File: config.mk
export PLATFORM = sky130hd
export DESIGN_NAME = chronograph_speed_energy_display
export DESIGN_NICKNAME = d
export VERILOG_FILES = /design/src/rtl/csed_pkg.sv /design/src/rtl/chronograph_speed_energy_display.sv
export SDC_FILE = /design/constraint.sdc
export NUM_CORES = 2
export LEC_CHECK = 0
export BUFFER_PORTS_ARGS = -buffer_cell sky130_fd_sc_hd__buf_2
export CORE_ASPECT_RATIO = 0.8
export CORE_MARGIN = 10
export CORE_UTILIZATION = 65
export DETAILED_ROUTE_END_ITERATION = 7
export PLACE_DENSITY = 0.8
export SKIP_LAST_GASP = 1
export SLEW_MARGIN = 25
export SYNTH_ARGS = -nofsm -noshare
export SYNTH_HDL_FRONTEND = slang
export SYNTH_SLANG_ARGS = --single-unit
export TNS_END_PERCENT = 50
File: constraint.sdc
create_clock -name clk -period 27.3 [get_ports clk]
set_input_delay 2.73 -clock clk [delete_from_list [all_inputs] [get_ports clk]]
set_output_delay 2.73 -clock clk [all_outputs]
set_load 0.02 [all_outputs]
File: src/rtl/csed_pkg.sv
// ----------------------------------------------------------------------------
// csed_pkg: shared types and constants for the chronograph display block
// register indexes, reset values, commands, modes, states and seven-segment glyphs
// ----------------------------------------------------------------------------
`default_nettype none
package csed_pkg;

  localparam int NUM_DIGITS_DEF = 4;
  localparam int CFG_AW = 5;

  localparam logic [2:0] REG_SPEED_NUM = 3'd0;
  localparam logic [2:0] REG_ENERGY_DIV = 3'd1;
  localparam logic [2:0] REG_HALF_SEC = 3'd2;
  localparam logic [2:0] REG_TIMEOUT = 3'd3;
  localparam logic [2:0] REG_ALT = 3'd4;

  localparam logic [23:0] SPEED_NUM_RST = 24'd100000;
  localparam logic [15:0] ENERGY_DIV_RST = 16'd2000;
  localparam logic [7:0] HALF_SEC_RST = 8'd128;
  localparam logic [3:0] TIMEOUT_RST = 4'd10;
  localparam logic [15:0] ALT_RST = 16'd640;

  localparam logic [1:0] CMD_TICK = 2'd0;
  localparam logic [1:0] CMD_START = 2'd1;
  localparam logic [1:0] CMD_STOP = 2'd2;

  localparam logic [1:0] MODE_WAIT = 2'd0;
  localparam logic [1:0] MODE_MEASURE = 2'd1;
  localparam logic [1:0] MODE_RESULT = 2'd2;

  localparam logic [7:0] SEG_BLANK = 8'h00;
  localparam logic [7:0] SEG_E = 8'h79;

  typedef enum logic [4:0] {
    ST_IDLE = 5'b00001,
    ST_SDIV = 5'b00010,
    ST_SQR  = 5'b00100,
    ST_EDIV = 5'b01000,
    ST_OUT  = 5'b10000
  } state_t;

  function automatic logic [7:0] digit_glyph(input logic [3:0] d);
    logic [7:0] g;
    case (d)
      4'd0: g = 8'h3F;
      4'd1: g = 8'h06;
      4'd2: g = 8'h5B;
      4'd3: g = 8'h4F;
      4'd4: g = 8'h66;
      4'd5: g = 8'h6D;
      4'd6: g = 8'h7D;
      4'd7: g = 8'h07;
      4'd8: g = 8'h7F;
      4'd9: g = 8'h6F;
      default: g = SEG_BLANK;
    endcase
    return g;
  endfunction

  function automatic logic [7:0] anim_glyph(input logic [1:0] a);
    logic [7:0] g;
    case (a)
      2'd1: g = 8'h40;
      2'd2: g = 8'h08;
      default: g = 8'h01;
    endcase
    return g;
  endfunction

endpackage
`default_nettype wire

File: src/rtl/chronograph_speed_energy_display.sv
// ----------------------------------------------------------------------------
// chronograph_speed_energy_display
// light-gate chronograph with speed/energy calc and 4-digit multiplexed display
// ----------------------------------------------------------------------------
// A tick, a start or an ignored stop item is dispatched the cycle after it is
// accepted and its result item is valid the cycle after that.
// A stop item that computes runs through one shared shift-subtract divider
// twice: 24 steps for speed, then 32 steps on the square for energy. After
// dispatch come the speed division, the speed update, the square load and the
// energy division, and then the result item is valid. A stop with zero time
// skips the speed division. The divider takes one step per cycle.
// in_tready is low from acceptance until the result item is taken.
`default_nettype none
module chronograph_speed_energy_display #(
  parameter int NUM_DIGITS = csed_pkg::NUM_DIGITS_DEF
) (
  input  wire logic        clk,
  input  wire logic        rst_n,
  input  wire logic        in_tvalid,
  output logic             in_tready,
  // [1:0] command, [17:2] stop_count, [18] start_sensor_low, [19] stop_sensor_low
  input  wire logic [23:0] in_tdata,
  output logic             out_tvalid,
  input  wire logic        out_tready,
  // [1:0] digit_select, [9:2] segments, [11:10] measure_state,
  // [27:12] speed_value, [43:28] energy_value, [44] zero_time_flag
  output logic [47:0]      out_tdata,
  input  wire logic        cfg_psel,
  input  wire logic        cfg_penable,
  input  wire logic        cfg_pwrite,
  input  wire logic [csed_pkg::CFG_AW-1:0] cfg_paddr,
  input  wire logic [31:0] cfg_pwdata,
  output logic [31:0]      cfg_prdata,
  output logic             cfg_pready
);
  import csed_pkg::*;

  localparam int SW = $clog2(NUM_DIGITS);

  logic [23:0] spd_num_r;
  logic [15:0] en_div_r, alt_r;
  logic [7:0]  half_r;
  logic [3:0]  tmo_r;

  state_t      st_r;
  logic [1:0]  mode_r;
  logic [SW-1:0] scan_r;
  logic [7:0]  per_r;
  logic [3:0]  tcnt_r;
  logic [1:0]  anim_r;
  logic [15:0] speed_r, energy_r;
  logic [16:0] phase_r;
  logic        zero_r;
  logic [1:0]  cmd_r;
  logic [15:0] cnt_r;
  logic        ssl_r, psl_r;
  logic [7:0]  seg_r;

  // shared divider: remainder, quotient/dividend, divisor, step counter
  logic [32:0] rem_r;
  logic [31:0] quo_r;
  logic [23:0] dvs_r;
  logic [5:0]  step_r;

  logic [2:0]  ridx;
  assign ridx = cfg_paddr[CFG_AW-1:2];
  assign cfg_pready = 1'b1;

  always_comb begin
    case (ridx)
      REG_SPEED_NUM:  cfg_prdata = {8'd0, spd_num_r};
      REG_ENERGY_DIV: cfg_prdata = {16'd0, en_div_r};
      REG_HALF_SEC:   cfg_prdata = {24'd0, half_r};
      REG_TIMEOUT:    cfg_prdata = {28'd0, tmo_r};
      REG_ALT:        cfg_prdata = {16'd0, alt_r};
      default:        cfg_prdata = 32'd0;
    endcase
  end

  always_ff @(posedge clk) begin
    if (!rst_n) begin
      spd_num_r <= SPEED_NUM_RST;
      en_div_r <= ENERGY_DIV_RST;
      half_r <= HALF_SEC_RST;
      tmo_r <= TIMEOUT_RST;
      alt_r <= ALT_RST;
    end else if (cfg_psel && cfg_penable && cfg_pwrite && cfg_pready) begin
      unique case (ridx)
        REG_SPEED_NUM:  spd_num_r <= cfg_pwdata[23:0];
        REG_ENERGY_DIV: en_div_r <= cfg_pwdata[15:0];
        REG_HALF_SEC:   half_r <= cfg_pwdata[7:0];
        REG_TIMEOUT:    tmo_r <= cfg_pwdata[3:0];
        REG_ALT:        alt_r <= cfg_pwdata[15:0];
        default: ;
      endcase
    end
  end

  assign in_tready = (st_r == ST_IDLE);
  assign out_tvalid = (st_r == ST_OUT);
  assign out_tdata = {3'd0, zero_r, energy_r, speed_r, mode_r, seg_r, scan_r};

  // divider step
  logic [32:0] trial;
  logic [32:0] shifted;
  assign shifted = {rem_r[31:0], quo_r[31]};
  assign trial = shifted - {9'd0, dvs_r};

  // tick path
  logic [SW-1:0] scan_nxt;
  logic [15:0]   dval;
  logic [7:0]    seg_nxt;
  logic [16:0]   ph_inc;
  logic [7:0]    per_inc;
  logic [3:0]    tc_inc;
  assign scan_nxt = scan_r + SW'(1);
  assign dval = ({1'b0, phase_r} < {1'b0, alt_r, 1'b0} >> 1) ? speed_r : energy_r;
  assign ph_inc = phase_r + 17'd1;
  assign per_inc = per_r + 8'd1;
  assign tc_inc = tcnt_r + 4'd1;

  // decimal digits by reciprocal multiplication, exact over 16 bits
  logic [32:0] q1000_prod, q100_prod;
  logic [31:0] q10_prod;
  logic [6:0]  q1000;
  logic [9:0]  q100;
  logic [12:0] q10;
  logic [9:0]  hund_w;
  logic [12:0] tens_w;
  logic [15:0] unit_w;
  assign q1000_prod = {17'd0, dval} * 33'd67109;
  assign q100_prod = {17'd0, dval} * 33'd83887;
  assign q10_prod = {16'd0, dval} * 32'd52429;
  assign q1000 = q1000_prod[32:26];
  assign q100 = q100_prod[32:23];
  assign q10 = q10_prod[31:19];
  assign hund_w = q100 - {q1000, 3'd0} - {2'd0, q1000, 1'b0};
  assign tens_w = q10 - {q100, 3'd0} - {2'd0, q100, 1'b0};
  assign unit_w = dval - {q10, 3'd0} - {2'd0, q10, 1'b0};

  always_comb begin
    seg_nxt = SEG_BLANK;
    if (mode_r == MODE_WAIT) seg_nxt = anim_glyph(anim_r);
    else if (mode_r == MODE_RESULT && scan_nxt != SW'(3)) begin
      case (scan_nxt)
        SW'(0):  seg_nxt = digit_glyph(hund_w[3:0]);
        SW'(1):  seg_nxt = digit_glyph(tens_w[3:0]);
        default: seg_nxt = digit_glyph(unit_w[3:0]);
      endcase
    end
    if (ssl_r && scan_nxt == SW'(0)) seg_nxt = SEG_E;
    if (psl_r && scan_nxt == SW'(3)) seg_nxt = SEG_E;
  end

  logic [31:0] sq;
  assign sq = speed_r * speed_r;

  always_ff @(posedge clk) begin
    if (!rst_n) begin
      st_r <= ST_IDLE;
      mode_r <= MODE_WAIT;
      scan_r <= '0;
      per_r <= '0;
      tcnt_r <= '0;
      anim_r <= '0;
      speed_r <= '0;
      energy_r <= '0;
      phase_r <= '0;
      zero_r <= 1'b0;
      seg_r <= SEG_BLANK;
      cmd_r <= CMD_TICK;
    end else begin
      unique case (st_r)
        ST_IDLE: begin
          if (in_tvalid) begin
            cmd_r <= in_tdata[1:0];
            cnt_r <= in_tdata[17:2];
            ssl_r <= in_tdata[18];
            psl_r <= in_tdata[19];
            seg_r <= SEG_BLANK;
            st_r <= ST_SQR;
          end
        end
        ST_SQR: begin
          // first pass after accept: dispatch by command
          if (cmd_r == CMD_START) begin
            mode_r <= MODE_MEASURE;
            st_r <= ST_OUT;
          end else if (cmd_r == CMD_STOP) begin
            if (mode_r == MODE_WAIT) st_r <= ST_OUT;
            else if (cnt_r[15:1] == 15'd0) begin
              zero_r <= 1'b1;
              speed_r <= 16'hFFFF;
              cmd_r <= CMD_START;
              st_r <= ST_EDIV;
              step_r <= '0;
            end else begin
              zero_r <= 1'b0;
              rem_r <= '0;
              quo_r <= {spd_num_r, 8'd0};
              dvs_r <= {9'd0, cnt_r[15:1]};
              step_r <= 6'd24;
              st_r <= ST_SDIV;
            end
          end else begin
            scan_r <= scan_nxt;
            seg_r <= seg_nxt;
            if (mode_r == MODE_RESULT)
              phase_r <= ({1'b0, ph_inc} >= {1'b0, alt_r, 1'b0}) ? '0 : ph_inc;
            per_r <= (per_inc >= half_r) ? '0 : per_inc;
            if (per_inc >= half_r) begin
              anim_r <= (anim_r >= 2'd2) ? 2'd0 : anim_r + 2'd1;
              if (mode_r != MODE_MEASURE) begin
                tcnt_r <= (tc_inc >= tmo_r) ? '0 : tc_inc;
                if (tc_inc >= tmo_r) mode_r <= MODE_WAIT;
              end
            end
            st_r <= ST_OUT;
          end
        end
        ST_SDIV: begin
          rem_r <= trial[32] ? shifted : trial;
          quo_r <= {quo_r[30:0], ~trial[32]};
          step_r <= step_r - 6'd1;
          if (step_r == 6'd1) begin
            st_r <= ST_EDIV;
            cmd_r <= CMD_START;
          end
        end
        ST_EDIV: begin
          if (cmd_r == CMD_START) begin
            // speed ready: store speed, saturated to 16 bits; the square load follows
            if (cmd_r == CMD_START && step_r == '0 && !zero_r)
              speed_r <= (quo_r[23:16] != 8'd0) ? 16'hFFFF : quo_r[15:0];
            cmd_r <= CMD_STOP;
          end else if (cmd_r == CMD_STOP) begin
            rem_r <= '0;
            quo_r <= sq;
            dvs_r <= {8'd0, en_div_r};
            step_r <= 6'd32;
            cmd_r <= CMD_TICK;
          end else if (step_r != '0) begin
            rem_r <= trial[32] ? shifted : trial;
            quo_r <= {quo_r[30:0], ~trial[32]};
            step_r <= step_r - 6'd1;
          end else begin
            energy_r <= (quo_r[31:16] != 16'd0) ? 16'hFFFF : quo_r[15:0];
            phase_r <= '0;
            mode_r <= MODE_RESULT;
            st_r <= ST_OUT;
          end
        end
        ST_OUT: begin
          if (out_tready) st_r <= ST_IDLE;
        end
        default: st_r <= ST_IDLE;
      endcase
    end
  end

  assert property (@(posedge clk) disable iff (!rst_n) !(in_tready && out_tvalid))
    else $error("ready while result pending");
  assert property (@(posedge clk) disable iff (!rst_n)
    (out_tvalid && !out_tready) |=> out_tvalid && $stable(out_tdata))
    else $error("result dropped");
  assert property (@(posedge clk) disable iff (!rst_n) mode_r != 2'd3)
    else $error("bad mode code");
  assert property (@(posedge clk) disable iff (!rst_n)
    (st_r == ST_EDIV) |-> (mode_r != MODE_WAIT))
    else $error("computing while waiting");

endmodule
`default_nettype wire
==> flow_summary.yaml <==
global_route:
  grt_max_degree: 83
  grt_pass1_vias: 24300
  grt_pass1_wl_um: 131000
  overflow: 0
  antenna_found_initial: 0
  grt_usage_pct: 28.2
synthesis:
  avgSynthCellArea_um2: 9.11
  syn_area_um2: 31700
  synth_edf_count: 103
  synth.distinct_cells: 90
  synth_seq_cells: 253
  synth.most_common_cell: "inv_1"
  synthMuxAreaShare_pct: 2.14
  synth_top_family_by_area: "adder cells"
  synth_ff_type: "dfxtp_1"
  ys_seq_area_share_pct: 19.3
  syn_inst: 3474
  ys_warn_count: 0
  synth_common_cells: "693 x inv_1, 477 x ha_1, 365 x fa_1"
  synth_compound_area_share_pct: 10.2
  synthArstFlopShare_pct: 0
  synth_top_cell_by_area: "fa_1"
  yosys.area_share.simple_pct: 12.8
  synth_top_area_share_pct: 23.1
  synthXorXnorAreaFrac_pct: 3.74
  synth_area_leaders: "fa_1 23%, ha_1 19%, edfxtp_1 9.8%, dfxtp_1 9.5%, inv_1 8.2%"
  synthAdderAreaFrac_pct: 41.9
pwr:
  seqPwrFrac_pct: 48.9
  p_comb_share_pct: 7.9
  ir_drop_mv: 0.0393
  power.leakage_uw: 0.0176
  pwr-share-clk_pct: 43.2
  p_int_uw: 631
  switchingPower_uw: 203
  power_density_nw_per_um2: 24.7
  switching_share_pct: 24.4
clock_tree:
  cts_hold_buf: 0
  insertion_delay_ns: 0.55
  cts_inserted_buffers: 24
  cts_buffer_depth: 3
  post_cts_resize_count: 0
  cts_num_sinks: 253
  path_clk_slew_ns: 0.07
  cts_setup_buffers: 0
  cts_root_buffer: "clkbuf_16"
  cts_tree: "built"
  htreeDepth: 1
critical_path:
  reg2reg_slack_ns: 15.84
  critPathCaptureType: "flop"
  rr_startpoint: "alt_r[10]"
  required_ns: 27.70
  worst_path_max_delay_cell: "mux2i_2"
  worstRegToRegCells: 38
  cp-start-kind: "flop"
  crit_top_cell: "xnor2_1"
  arrival_ns: 11.86
  worstSetupPathType: "flop to flop"
  startpoint: "alt_r[10]"
  slowest_delay_ns: 0.70
  worstReg2RegEnd: "seg_r[0]"
  crit_fanout: 17
detailed_routing:
  drtIter0Drc: 2075
  vias: 24300
  first_pass_iters: 5
  remaining_drc_errors: 0
  wl_per_cell_um: 19.3
  vias_per_cell: 5.78
  ant_nets: 0
  drt_wl_total_um: 81100
place:
  dp_hpwl_um: 65100
  dpl_worst_slack_ns: 15.77
  gp_congestion: 0.972
  place.port_buffers: 122
timing:
  fmax_ghz: 0.0873
  setup_ws_ns: 15.84
  hold_violations: 0
  tightest_slew_ns: 1.00
  setup_violations: 0
  grt_setup_unrepaired: "no"
  relSlewSlack_pct: 31.3
  clock_skew_ns: 0.0223
  drv_slew: 0
  min_period_ns: 11.46
  period_share_pct: 42.0
  tns_ns: 0
hold_path:
  hold_start: "per_r[7]"
  worst_hold_path_type: "flop to flop"
  min_to: "per_r[7]"
  hold_depth: 2
final_layout:
  drive_above_1_share_pct: 7.36
  area_growth_pct: 6.61
  diodes: 0
  final_nets: 4463
  fill_cells: 3704
floorplanning:
  num_rows: 72
  dieHeight_um: 217
  initial_utilization_pct: 65.6
  core_um2: 48300
  die_area_um2: 58000
  boundaryPins: 151
  die_w_um: 267
run:
  cap_violations: 0
run_status:
  status: "complete, no violations"
cells by family after synthesis:
kind of cell	count (synthesis)
other	2
buffers and inverters	811
flip-flops	253
XOR/XNOR	129
AND/OR/NAND/NOR	880
multiplexers	66
adder cells (fa/ha/maj)	842
AO/OA/AOI/OAI	491
metal layers:
metal / track usage (%) / vias up / routed length [um]
met5: 0 / - / 0
met4: 6.92 / 0 / 2160
met3: 6.75 / 136 / 7480
met2: 44.2 / 968 / 36400
met1: 38.9 / 11700 / 35100
li1: - / 11500 / -
cells in the final DEF (no fill, tap or decap), types with 12 or more instances in the layout:
cell type,n
buf_4,35
o21ai_0,81
fa_1,365
and3_1,25
a22oi_1,23
and2_1,67
ha_1,477
nor3_1,31
xnor2_1,79
nand3_1,65
inv_1,692
nor4_1,13
a21oi_1,157
a21boi_0,26
nand2b_1,23
mux2i_1,54
buf_2,122
nand2_1,325
nor2b_1,18
o221a_2,16
nor2_1,230
a211oi_1,35
xor2_1,45
or3_1,13
dfxtp_1,150
o211ai_1,18
edfxtp_1,103
nand4_1,16
nand3b_1,12
clkbuf_16,24
a21o_1,33
conb_1,13
sequential cells by signal (all words and copies together), names as in the netlist, 5 cells and up:
signal and cells:
en_div_r 16, phase_r 17, alt_r 16, cnt_r 15, rem_r 32, half_r 8, quo_r 32, dvs_r 16
spd_num_r 24, energy_r 16, st_r 5, speed_r 16, step_r 6, seg_r 7, per_r 8
power by group through the flow:
stage                     Sequential, uW  Clock [uW]  Combinational [uW]
after floorplan                      414           0                46.6
after global placement               416           0                63.6
after detailed placement             416           0                64.3
after CTS                            408         361                65.1
after global routing                 409         376                72.5
final                                408         360                66.1
through the flow:
step / hold slack, ns / util, % / power [uW] / area [um2] / std cells
6_report: 0.469 / 69.9 / 834 / 33700 / 4200
5_1_grt: 0.495 / 69.9 / 857 / 33700 / 4200
4_1_cts: 0.466 / 69.9 / 834 / 33700 / 4200
3_5_place_dp: 0.457 / 68.1 / 480 / 32900 / 4156
3_3_place_gp: 0.451 / 68.1 / 479 / 32900 / 4156
2_1_floorplan: 0.444 / - / 461 / 31700 / 3485
layout make-up:
cell class                      count  area, um2  share of cell area [%]
Clock inverter                     11        145                   0.430
Timing Repair Buffer              157        873                    2.59
Inverter                          696       2610                    7.74
Clock buffer                       33        694                    2.06
Tap cell                          629        787                    2.33
Multi-Input combinational cell   2421      22500                    66.8
Sequential cell                   253       6100                    18.1
how the worst max path moves through the flow:
stage	end	cells past startpoint
after floorplan	seg_r[0]	38
after global placement	seg_r[0]	38
after detailed placement	seg_r[0]	38
after CTS	seg_r[0]	38
after global routing	seg_r[0]	38
final	seg_r[0]	38
critical path, delay by kind of cell (launching register included):
| kind | cells | cell delay, ns |
|---|---|---|
| simple gates | 6 | 1.07 |
| compound gates | 7 | 1.96 |
| mux | 1 | 0.70 |
| fa+ha+maj | 10 | 4.25 |
| flops | 1 | 0.35 |
| buf+inv | 6 | 1.06 |
| xor+xnor | 8 | 1.90 |
(Power assumes the default switching activity.)
